--- src/hdl/esccd_pkg.sv ---
// Shared types, constants and calendar functions of the civil date core
package esccd_pkg;

    // Divisor choice of the shared divider
    typedef enum logic [1:0] {
        DIV_MS  = 2'd0,
        DIV_DAY = 2'd1,
        DIV_SEC = 2'd2,
        DIV_MIN = 2'd3
    } div_sel_t;

    localparam logic [16:0] MS_PER_SEC   = 17'd1000;
    localparam logic [16:0] SECS_PER_DAY = 17'd86400;
    localparam logic [16:0] SECS_PER_MIN = 17'd60;

    // Reciprocals of the divisors, exact over the dividend ranges used:
    // x / 1000 = (x * RECIP_MS) >> 38 for any 32-bit x,
    // x / 86400 = ((x >> 7) * RECIP_DAY) >> 35 for any 32-bit x,
    // x / 60 = ((x >> 2) * RECIP_MIN) >> 19 for x below 2^17
    localparam logic [28:0] RECIP_MS  = 29'd274877907;
    localparam logic [28:0] RECIP_DAY = 29'd50903317;
    localparam logic [28:0] RECIP_MIN = 29'd34953;

    localparam logic [11:0] EPOCH_YEAR       = 12'd1970;
    // Only century year in range that is not a leap year
    localparam logic [11:0] NON_LEAP_CENTURY = 12'd2100;
    localparam logic [3:0]  LAST_MONTH       = 4'd12;
    localparam logic [3:0]  FEBRUARY         = 4'd2;

    localparam logic [16:0] ZONE_RESET = 17'd19800;

    // Commands from the controller to the datapath
    typedef struct packed {
        logic     load_in;
        logic     div_start;
        div_sel_t div_sel;
        logic     take_elapsed;
        logic     take_days;
        logic     take_sec;
        logic     take_min;
        logic     year_step;
        logic     month_step;
        logic     load_out;
    } ctrl_cmd_t;

    // Status from the datapath to the controller
    typedef struct packed {
        logic div_done;
        logic year_done;
        logic month_done;
    } dp_status_t;

    function automatic logic [16:0] div_divisor(input div_sel_t sel);
        logic [16:0] d;
        unique case (sel)
            DIV_MS:  d = MS_PER_SEC;
            DIV_DAY: d = SECS_PER_DAY;
            DIV_SEC: d = SECS_PER_MIN;
            DIV_MIN: d = SECS_PER_MIN;
            default: d = MS_PER_SEC;
        endcase
        return d;
    endfunction

    // Gregorian leap rule, exact for the years 1970 to 2106
    function automatic logic is_leap(input logic [11:0] year);
        return (year[1:0] == 2'b00) && (year != NON_LEAP_CENTURY);
    endfunction

    function automatic logic [8:0] days_in_year(input logic [11:0] year);
        return is_leap(year) ? 9'd366 : 9'd365;
    endfunction

    function automatic logic [4:0] days_in_month(input logic [3:0] month, input logic leap);
        logic [4:0] n;
        unique case (month)
            4'd1:    n = 5'd31;
            4'd2:    n = leap ? 5'd29 : 5'd28;
            4'd3:    n = 5'd31;
            4'd4:    n = 5'd30;
            4'd5:    n = 5'd31;
            4'd6:    n = 5'd30;
            4'd7:    n = 5'd31;
            4'd8:    n = 5'd31;
            4'd9:    n = 5'd30;
            4'd10:   n = 5'd31;
            4'd11:   n = 5'd30;
            4'd12:   n = 5'd31;
            default: n = 5'd31;
        endcase
        return n;
    endfunction

endpackage

--- src/hdl/epoch_seconds_to_civil_date_core.sv ---
// Top level of the epoch seconds to local civil date converter
//
// One request carries a soft-clock base in UTC seconds, the millisecond tick at which it
// was set and the current tick; the result is the local second, minute, hour, day, month
// and year. Elapsed seconds are the wrapped tick difference divided by 1000, added to the
// base and the signed zone offset modulo 2^32. Requests are handled one at a time, and a
// new request can be accepted in the cycle after the result register is loaded. Loading
// the result register waits while an earlier result in it has not yet been taken. The core
// uses the shared constant divider for the millisecond, day, minute and hour splits (a
// reciprocal multiply for the quotient, then a multiply back for the remainder) and then
// walks the years and months, one year or one month a cycle. The result register lets
// the next request start while a result waits. The zone offset register (reset 19800)
// takes a write in any cycle and should be written only while no request is in flight.
module epoch_seconds_to_civil_date_core (
    input  logic               aclk,
    input  logic               aresetn,
    // Zone offset write channel
    input  logic               cfg_valid,
    output logic               cfg_ready,
    input  logic signed [16:0] cfg_data,      // zone_offset_seconds
    // Request channel
    input  logic               s_tvalid,
    output logic               s_tready,
    input  logic [95:0]        s_tdata,       // base_seconds, set_at_ms, now_ms
    // Result channel
    output logic               m_tvalid,
    input  logic               m_tready,
    output logic [39:0]        m_tdata        // second_of_minute, minute_of_hour,
                                              // hour_of_day, day_of_month,
                                              // month_of_year, calendar_year, zero pad
);

    esccd_pkg::ctrl_cmd_t  cmd;
    esccd_pkg::dp_status_t status;

    logic [5:0]  second_of_minute;
    logic [5:0]  minute_of_hour;
    logic [4:0]  hour_of_day;
    logic [4:0]  day_of_month;
    logic [3:0]  month_of_year;
    logic [11:0] calendar_year;

    assign cfg_ready = 1'b1;

    esccd_ctrl u_ctrl (
        .aclk     (aclk),
        .aresetn  (aresetn),
        .s_tvalid (s_tvalid),
        .s_tready (s_tready),
        .m_tvalid (m_tvalid),
        .m_tready (m_tready),
        .cmd      (cmd),
        .status   (status)
    );

    esccd_dpath u_dpath (
        .aclk                 (aclk),
        .aresetn              (aresetn),
        .cfg_we               (cfg_valid),
        .cfg_data             (cfg_data),
        .in_base_seconds      (s_tdata[31:0]),
        .in_set_at_ms         (s_tdata[63:32]),
        .in_now_ms            (s_tdata[95:64]),
        .cmd                  (cmd),
        .status               (status),
        .out_second_of_minute (second_of_minute),
        .out_minute_of_hour   (minute_of_hour),
        .out_hour_of_day      (hour_of_day),
        .out_day_of_month     (day_of_month),
        .out_month_of_year    (month_of_year),
        .out_calendar_year    (calendar_year)
    );

    // Pack the result fields from the lowest bit up
    assign m_tdata = {2'b00, calendar_year, month_of_year, day_of_month,
                      hour_of_day, minute_of_hour, second_of_minute};

endmodule

--- src/hdl/esccd_div.sv ---
// Constant divider: reciprocal multiply for the quotient, multiply back for the rest
module esccd_div (
    input  logic                 aclk,
    input  logic                 aresetn,
    input  logic                 start,
    input  esccd_pkg::div_sel_t  sel,
    input  logic [31:0]          dividend,
    output logic                 done,
    output logic [31:0]          quotient,
    output logic [16:0]          remainder
);

    esccd_pkg::div_sel_t sel_reg, sel_next;
    logic [31:0] x_reg, x_next;
    logic [31:0] q_reg, q_next;
    logic [16:0] r_reg, r_next;
    logic        mul_reg, mul_next;
    logic        sub_reg, sub_next;
    logic        done_reg, done_next;
    logic [31:0] mul_a;
    logic [28:0] mul_b;
    logic [60:0] prod;
    logic [31:0] q_calc;
    logic [31:0] back;
    logic [31:0] r_full;

    // Pick the pre-shifted dividend and the matching reciprocal
    always_comb begin
        unique case (sel_reg)
            esccd_pkg::DIV_MS: begin
                mul_a = x_reg;
                mul_b = esccd_pkg::RECIP_MS;
            end
            esccd_pkg::DIV_DAY: begin
                mul_a = {7'd0, x_reg[31:7]};
                mul_b = esccd_pkg::RECIP_DAY;
            end
            esccd_pkg::DIV_SEC, esccd_pkg::DIV_MIN: begin
                mul_a = {17'd0, x_reg[16:2]};
                mul_b = esccd_pkg::RECIP_MIN;
            end
            default: begin
                mul_a = x_reg;
                mul_b = esccd_pkg::RECIP_MS;
            end
        endcase
    end

    assign prod = {29'd0, mul_a} * {32'd0, mul_b};

    // Drop the fraction bits of the scaled product
    always_comb begin
        unique case (sel_reg)
            esccd_pkg::DIV_MS:                      q_calc = {9'd0, prod[60:38]};
            esccd_pkg::DIV_DAY:                     q_calc = {6'd0, prod[60:35]};
            esccd_pkg::DIV_SEC, esccd_pkg::DIV_MIN: q_calc = {20'd0, prod[30:19]};
            default:                                q_calc = {9'd0, prod[60:38]};
        endcase
    end

    // Remainder from the quotient multiplied back
    assign back   = q_reg * {15'd0, esccd_pkg::div_divisor(sel_reg)};
    assign r_full = x_reg - back;

    always_comb begin
        sel_next  = sel_reg;
        x_next    = x_reg;
        q_next    = q_reg;
        r_next    = r_reg;
        mul_next  = start;
        sub_next  = mul_reg;
        done_next = sub_reg;
        if (start) begin
            sel_next = sel;
            x_next   = dividend;
        end
        if (mul_reg) begin
            q_next = q_calc;
        end
        if (sub_reg) begin
            r_next = r_full[16:0];
        end
    end

    always_ff @(posedge aclk) begin
        if (!aresetn) begin
            mul_reg  <= 1'b0;
            sub_reg  <= 1'b0;
            done_reg <= 1'b0;
        end else begin
            mul_reg  <= mul_next;
            sub_reg  <= sub_next;
            done_reg <= done_next;
        end
    end

    always_ff @(posedge aclk) begin
        sel_reg <= sel_next;
        x_reg   <= x_next;
        q_reg   <= q_next;
        r_reg   <= r_next;
    end

    assign done      = done_reg;
    assign quotient  = q_reg;
    assign remainder = r_reg;

endmodule

--- src/hdl/esccd_dpath.sv ---
// Datapath: zone register, working registers, shared divider and calendar walk
module esccd_dpath (
    input  logic                   aclk,
    input  logic                   aresetn,
    input  logic                   cfg_we,
    input  logic signed [16:0]     cfg_data,
    input  logic [31:0]            in_base_seconds,
    input  logic [31:0]            in_set_at_ms,
    input  logic [31:0]            in_now_ms,
    input  esccd_pkg::ctrl_cmd_t   cmd,
    output esccd_pkg::dp_status_t  status,
    output logic [5:0]             out_second_of_minute,
    output logic [5:0]             out_minute_of_hour,
    output logic [4:0]             out_hour_of_day,
    output logic [4:0]             out_day_of_month,
    output logic [3:0]             out_month_of_year,
    output logic [11:0]            out_calendar_year
);

    logic signed [16:0] zone_reg, zone_next;
    logic [31:0] base_reg, base_next;
    logic [31:0] diff_reg, diff_next;
    logic [31:0] t_reg, t_next;
    logic [15:0] days_reg, days_next;
    logic [16:0] rday_reg, rday_next;
    logic [10:0] mtot_reg, mtot_next;
    logic [5:0]  sec_reg, sec_next;
    logic [5:0]  min_reg, min_next;
    logic [4:0]  hour_reg, hour_next;
    logic [11:0] year_reg, year_next;
    logic [3:0]  month_reg, month_next;

    logic [5:0]  osec_reg, osec_next;
    logic [5:0]  omin_reg, omin_next;
    logic [4:0]  ohour_reg, ohour_next;
    logic [4:0]  oday_reg, oday_next;
    logic [3:0]  omonth_reg, omonth_next;
    logic [11:0] oyear_reg, oyear_next;

    logic [31:0] div_dividend;
    logic        div_done;
    logic [31:0] div_quot;
    logic [16:0] div_rem;
    logic [31:0] zone_ext;
    logic [8:0]  year_len;
    logic [4:0]  month_len;

    // Select the dividend of the next split
    always_comb begin
        unique case (cmd.div_sel)
            esccd_pkg::DIV_MS:  div_dividend = diff_reg;
            esccd_pkg::DIV_DAY: div_dividend = t_reg;
            esccd_pkg::DIV_SEC: div_dividend = {15'd0, rday_reg};
            esccd_pkg::DIV_MIN: div_dividend = {21'd0, mtot_reg};
            default:            div_dividend = diff_reg;
        endcase
    end

    esccd_div u_div (
        .aclk      (aclk),
        .aresetn   (aresetn),
        .start     (cmd.div_start),
        .sel       (cmd.div_sel),
        .dividend  (div_dividend),
        .done      (div_done),
        .quotient  (div_quot),
        .remainder (div_rem)
    );

    assign zone_ext  = {{15{zone_reg[16]}}, zone_reg};
    assign year_len  = esccd_pkg::days_in_year(year_reg);
    assign month_len = esccd_pkg::days_in_month(month_reg, esccd_pkg::is_leap(year_reg));

    // Report divider completion and the end of the year and month walks
    always_comb begin
        status.div_done   = div_done;
        status.year_done  = (days_reg < {7'd0, year_len});
        status.month_done = (month_reg == esccd_pkg::LAST_MONTH) ||
                            (days_reg < {11'd0, month_len});
    end

    // Next values of the working and output registers
    always_comb begin
        zone_next   = cfg_we ? cfg_data : zone_reg;
        base_next   = base_reg;
        diff_next   = diff_reg;
        t_next      = t_reg;
        days_next   = days_reg;
        rday_next   = rday_reg;
        mtot_next   = mtot_reg;
        sec_next    = sec_reg;
        min_next    = min_reg;
        hour_next   = hour_reg;
        year_next   = year_reg;
        month_next  = month_reg;
        osec_next   = osec_reg;
        omin_next   = omin_reg;
        ohour_next  = ohour_reg;
        oday_next   = oday_reg;
        omonth_next = omonth_reg;
        oyear_next  = oyear_reg;

        // Capture the request and its wrapped tick difference
        if (cmd.load_in) begin
            base_next = in_base_seconds;
            diff_next = in_now_ms - in_set_at_ms;
        end
        // Form local seconds modulo 2^32
        if (cmd.take_elapsed) begin
            t_next = base_reg + div_quot + zone_ext;
        end
        // Split into day count and second of day, start the calendar walk
        if (cmd.take_days) begin
            days_next  = div_quot[15:0];
            rday_next  = div_rem;
            year_next  = esccd_pkg::EPOCH_YEAR;
            month_next = 4'd1;
        end
        if (cmd.take_sec) begin
            sec_next  = div_rem[5:0];
            mtot_next = div_quot[10:0];
        end
        if (cmd.take_min) begin
            min_next  = div_rem[5:0];
            hour_next = div_quot[4:0];
        end
        // Drop one whole year
        if (cmd.year_step) begin
            days_next = days_reg - {7'd0, year_len};
            year_next = year_reg + 12'd1;
        end
        // Drop one whole month
        if (cmd.month_step) begin
            days_next  = days_reg - {11'd0, month_len};
            month_next = month_reg + 4'd1;
        end
        // Load the result register
        if (cmd.load_out) begin
            osec_next   = sec_reg;
            omin_next   = min_reg;
            ohour_next  = hour_reg;
            oday_next   = days_reg[4:0] + 5'd1;
            omonth_next = month_reg;
            oyear_next  = year_reg;
        end
    end

    always_ff @(posedge aclk) begin
        if (!aresetn) begin
            zone_reg <= esccd_pkg::ZONE_RESET;
        end else begin
            zone_reg <= zone_next;
        end
    end

    always_ff @(posedge aclk) begin
        base_reg   <= base_next;
        diff_reg   <= diff_next;
        t_reg      <= t_next;
        days_reg   <= days_next;
        rday_reg   <= rday_next;
        mtot_reg   <= mtot_next;
        sec_reg    <= sec_next;
        min_reg    <= min_next;
        hour_reg   <= hour_next;
        year_reg   <= year_next;
        month_reg  <= month_next;
        osec_reg   <= osec_next;
        omin_reg   <= omin_next;
        ohour_reg  <= ohour_next;
        oday_reg   <= oday_next;
        omonth_reg <= omonth_next;
        oyear_reg  <= oyear_next;
    end

    assign out_second_of_minute = osec_reg;
    assign out_minute_of_hour   = omin_reg;
    assign out_hour_of_day      = ohour_reg;
    assign out_day_of_month     = oday_reg;
    assign out_month_of_year    = omonth_reg;
    assign out_calendar_year    = oyear_reg;

endmodule

--- src/hdl/esccd_ctrl.sv ---
// Controller: sequences divisions, year and month walks, and the result handshake
module esccd_ctrl (
    input  logic                   aclk,
    input  logic                   aresetn,
    input  logic                   s_tvalid,
    output logic                   s_tready,
    output logic                   m_tvalid,
    input  logic                   m_tready,
    output esccd_pkg::ctrl_cmd_t   cmd,
    input  esccd_pkg::dp_status_t  status
);

    typedef enum logic [11:0] {
        ST_IDLE     = 12'b0000_0000_0001,
        ST_MS_GO    = 12'b0000_0000_0010,
        ST_MS_WAIT  = 12'b0000_0000_0100,
        ST_DAY_GO   = 12'b0000_0000_1000,
        ST_DAY_WAIT = 12'b0000_0001_0000,
        ST_SEC_GO   = 12'b0000_0010_0000,
        ST_SEC_WAIT = 12'b0000_0100_0000,
        ST_MIN_GO   = 12'b0000_1000_0000,
        ST_MIN_WAIT = 12'b0001_0000_0000,
        ST_YEAR     = 12'b0010_0000_0000,
        ST_MONTH    = 12'b0100_0000_0000,
        ST_OUT      = 12'b1000_0000_0000
    } state_t;

    state_t state_reg, state_next;
    logic   m_tvalid_reg, m_tvalid_next;
    logic   out_free;

    assign out_free = !m_tvalid_reg || m_tready;

    // Advance through the conversion steps
    always_comb begin
        cmd         = '0;
        cmd.div_sel = esccd_pkg::DIV_MS;
        state_next  = state_reg;
        unique case (state_reg)
            ST_IDLE: begin
                if (s_tvalid) begin
                    cmd.load_in = 1'b1;
                    state_next  = ST_MS_GO;
                end
            end
            ST_MS_GO: begin
                cmd.div_start = 1'b1;
                cmd.div_sel   = esccd_pkg::DIV_MS;
                state_next    = ST_MS_WAIT;
            end
            ST_MS_WAIT: begin
                if (status.div_done) begin
                    cmd.take_elapsed = 1'b1;
                    state_next       = ST_DAY_GO;
                end
            end
            ST_DAY_GO: begin
                cmd.div_start = 1'b1;
                cmd.div_sel   = esccd_pkg::DIV_DAY;
                state_next    = ST_DAY_WAIT;
            end
            ST_DAY_WAIT: begin
                if (status.div_done) begin
                    cmd.take_days = 1'b1;
                    state_next    = ST_SEC_GO;
                end
            end
            ST_SEC_GO: begin
                cmd.div_start = 1'b1;
                cmd.div_sel   = esccd_pkg::DIV_SEC;
                state_next    = ST_SEC_WAIT;
            end
            ST_SEC_WAIT: begin
                if (status.div_done) begin
                    cmd.take_sec = 1'b1;
                    state_next   = ST_MIN_GO;
                end
            end
            ST_MIN_GO: begin
                cmd.div_start = 1'b1;
                cmd.div_sel   = esccd_pkg::DIV_MIN;
                state_next    = ST_MIN_WAIT;
            end
            ST_MIN_WAIT: begin
                if (status.div_done) begin
                    cmd.take_min = 1'b1;
                    state_next   = ST_YEAR;
                end
            end
            ST_YEAR: begin
                if (status.year_done) begin
                    state_next = ST_MONTH;
                end else begin
                    cmd.year_step = 1'b1;
                end
            end
            ST_MONTH: begin
                if (status.month_done) begin
                    state_next = ST_OUT;
                end else begin
                    cmd.month_step = 1'b1;
                end
            end
            ST_OUT: begin
                if (out_free) begin
                    cmd.load_out = 1'b1;
                    state_next   = ST_IDLE;
                end
            end
            default: begin
                state_next = ST_IDLE;
            end
        endcase
    end

    // Hold the result valid until it is taken
    always_comb begin
        if (cmd.load_out) begin
            m_tvalid_next = 1'b1;
        end else if (m_tready) begin
            m_tvalid_next = 1'b0;
        end else begin
            m_tvalid_next = m_tvalid_reg;
        end
    end

    always_ff @(posedge aclk) begin
        if (!aresetn) begin
            state_reg    <= ST_IDLE;
            m_tvalid_reg <= 1'b0;
        end else begin
            state_reg    <= state_next;
            m_tvalid_reg <= m_tvalid_next;
        end
    end

    assign s_tready = (state_reg == ST_IDLE);
    assign m_tvalid = m_tvalid_reg;

endmodule

--- config.mk ---
export PLATFORM = sky130hd
export DESIGN_NAME = epoch_seconds_to_civil_date_core
export DESIGN_NICKNAME = d
export VERILOG_FILES = /design/src/hdl/esccd_pkg.sv /design/src/hdl/epoch_seconds_to_civil_date_core.sv /design/src/hdl/esccd_div.sv /design/src/hdl/esccd_dpath.sv /design/src/hdl/esccd_ctrl.sv
export SDC_FILE = /design/constraint.sdc
export NUM_CORES = 2
export LEC_CHECK = 0
export BUFFER_PORTS_ARGS = -buffer_cell sky130_fd_sc_hd__buf_2
export CAP_MARGIN = 40
export CORE_MARGIN = 2
export CORE_UTILIZATION = 45
export DETAILED_ROUTE_END_ITERATION = 10
export GPL_ROUTABILITY_DRIVEN = 0
export PLACE_DENSITY = 0.68
export SLEW_MARGIN = 10
export SYNTH_ARGS = -nofsm -noshare
export SYNTH_HDL_FRONTEND = slang
export SYNTH_SLANG_ARGS = --single-unit
--- constraint.sdc ---
create_clock -name aclk -period 13.1 [get_ports aclk]
set_input_delay 0.655 -clock aclk [delete_from_list [all_inputs] [get_ports aclk]]
set_output_delay 0.655 -clock aclk [all_outputs]
set_load 0.05 [all_outputs]
==> results_dict.tcl <==
set metrics [dict create \
    status "finished clean" \
    synthMuxAreaShare_pct 0.916 \
    worstHoldStart "s_tdata[30]" \
    r2r_start "u_dpath.u_div.sel_reg[1]" \
    critical_path_class "flop to flop" \
    ys_async_sr_fraction_pct 0 \
    portBuffers 157 \
    synth_edf_count 288 \
    antenna_left 0 \
    cp_slowest_cell "edfxtp_1" \
    cts.sinks 321 \
    insertion_delay_ns 0.59 \
    wl_per_cell_um 20.5 \
    fin_skew_ns 0.0152 \
    cp_common_cell "fa_1" \
    min_path_type "primary input to flop" \
    synth-seq-cells 321 \
    yosys_warnings 0 \
    synth_top_family_by_area "adder cells" \
    rsz0062_at_grt "false" \
    drtIter0Drc 2559 \
    fillers 8301 \
    placed_area_sq_um 44400 \
    post_synth_fa_ha_maj_area_fraction_pct 47.1 \
    period_share_pct 75.6 \
    seq_area_sq_um 9310 \
    crit_arrival_ns 10.21 \
    cts_made_buffers 29 \
    die_x_um 309 \
    cts-resized-gates 0 \
    cp_max_fo 48 \
    area_delta_synth_final_pct 8.57 \
    cpPeakStageDelay_ns 0.58 \
    tightestPinTransition_ns 0.930 \
    finalHoldViolCount 0 \
    yosysSeqAreaShare_pct 22.3 \
    die_h_um 309 \
    synth_compound_area_share_pct 8.35 \
    syn_avg_cell_area_sq_um 10.2 \
    cts_hold_buf 0 \
    dpl.hpwl_um 96400 \
    track_usage_pct 24.7 \
    min_path_cells 1 \
    rr_worst_depth 32 \
    vias 29700 \
    post_cts_buffers 0 \
    drt-total-wl_um 114000 \
    multi_input_area_sq_um 28700 \
    synthFlopType "edfxtp_1" \
    die-area_sq_um 95300 \
    finalSetupViolCount 0 \
    finalSetupTns_ns 0 \
    io_pins 161 \
    grt_overflow 0 \
    start_util_pct 45.5 \
    h-tree-depth 1 \
    slew_headroom_pct 37.5 \
    final_area_sq_um 45400 \
    drt-vias-per-instance 5.32 \
    antenna_found_initial 5 \
    required_ns 13.41 \
    endpoint_kind "flop" \
    synthDistinctLibCells 82 \
    yosys.area_share.simple_pct 8.23 \
    max_cap_viol_count 0 \
    nets 5625 \
    path_clk_slew_ns 0.08 \
    grt_pass1_vias 30900 \
    setup.worst_path.start "u_dpath.u_div.sel_reg[1]" \
    drc 0 \
    cp-start-kind "flop" \
    fp-row-count 111 \
    maxSlewViolCount 0 \
    synth_xor_area_share_pct 3.08 \
    max_freq_mhz 101 \
    syn-cell-area_sq_um 41800 \
    clockBufferDepth 3 \
    cts-root-buf "clkbuf_16" \
    r2r_slack_ns 3.20 \
    drive_gt1_share_pct 6.16 \
    core_area_sq_um 91800 \
    grt_first_pass_wirelength_um 178000 \
    min_period_ns 9.90 \
    synthCells 4083 \
    grt_max_degree 65 \
    tritoncts "yes" \
    dr.pass1.iters 5 \
]
## synthesized netlist by cell type, types with 6 or more instances
library cell	number	area share, %
inv_1	1026	9.2
a211o_1	8	0.17
a22o_1	17	0.36
buf_2	6	0.072
or2_2	8	0.12
xnor2_1	105	2.2
a21o_1	61	1.1
clkbuf_1	64	0.57
a221oi_1	10	0.21
a21oi_1	153	1.8
nand2b_1	22	0.33
xor2_1	40	0.84
o21ai_1	17	0.20
dfxtp_1	33	1.6
o21ai_0	78	0.93
nand4_1	14	0.21
a22oi_1	19	0.34
a41o_1	6	0.14
mux2i_1	36	0.86
edfxtp_1	288	21
nor3_1	40	0.48
o21bai_1	14	0.25
o211ai_1	7	0.13
a31oi_1	11	0.16
buf_1	7	0.063
fa_1	636	30
or3_1	14	0.21
and2_1	30	0.45
o31ai_1	11	0.20
a211oi_1	10	0.18
ha_1	557	17
and3_1	23	0.34
nor2_1	272	2.4
and4_1	9	0.19
nor2b_1	23	0.34
or4_1	10	0.18
o22ai_1	27	0.40
o21a_1	20	0.36
nand2_1	207	1.9
nand3_1	48	0.57
## placed cells by master (no fill, tap or decap), drive strengths merged, types with 17 or more instances in the layout
cell type	Yosys	final
inv	1027	1031
fa	636	636
ha	557	557
edfxtp	288	288
nor2	272	272
nand2	207	207
buf	16	191
a21oi	156	156
xnor2	106	106
o21ai	95	95
conb	2	91
a21o	61	61
nand3	48	48
nor3	40	40
xor2	40	40
clkbuf	64	37
mux2i	36	36
dfxtp	33	33
and2	30	30
o22ai	27	27
and3	23	23
nor2b	23	23
nand2b	22	22
o21a	20	20
a22oi	19	19
a22o	17	17
## critical path, delay by kind of cell, from the launching register on
kind	cells	cell delay (ns)
buffers and inverters	8	1.22
muxes	1	0.38
adders and majority gates	9	3.96
and+or+nand+nor	4	0.84
DFF	1	0.58
AOI/OAI and AO/OA	10	2.63
## kinds of logic after synthesis
logic type | count (synthesis)
flops | 321
compound gates | 530
mux | 38
simple gates | 746
other cells | 2
buf+inv | 1107
fa+ha+maj | 1193
xor+xnor | 146
## worst paths after layout
kind | endpoint
worst max-delay path | u_dpath.u_div.quotient[5]
worst max register to register | u_dpath.u_div.quotient[5]
worst min register to register | u_dpath.out_minute_of_hour[3]
worst min-delay path | u_dpath.base_reg[30]
## area by class of cell
| type | instances | share of cell area [%] |
|---|---|---|
| multi-input combinational | 2744 | 63.2 |
| tap | 1243 | 3.43 |
| inverter | 1027 | 8.50 |
| clock inverter | 13 | 0.190 |
| clock buffer | 37 | 1.78 |
| antenna | 4 | 0.0221 |
| sequential | 321 | 20.5 |
| timing repair buffer | 191 | 2.37 |
## routing by layer
metal	share of wire [%]	up-vias	track usage, %
li1	-	13500	-
met5	0	-	0
met3	8.5	240	3.82
met2	47	1248	40.6
met4	4.4	0	9.04
met1	40	14700	33.2
## per-stage QoR
stage | setup slack [ns] | utilization [%] | instances | hold WS, ns
final | 3.20 | 49.4 | 5580 | 0.244
after global routing | 2.71 | 49.4 | 5580 | 0.228
after CTS | 3.19 | 49.4 | 5574 | 0.218
after detailed placement | 3.23 | 48.4 | 5524 | 0.405
after global placement | 3.31 | 48.3 | 5512 | 0.401
after floorplan | 4.67 | - | 4172 | 0.400
Power is not shown: default switching activity piles up to over one toggle a cycle in this logic, so the estimate is an artifact.
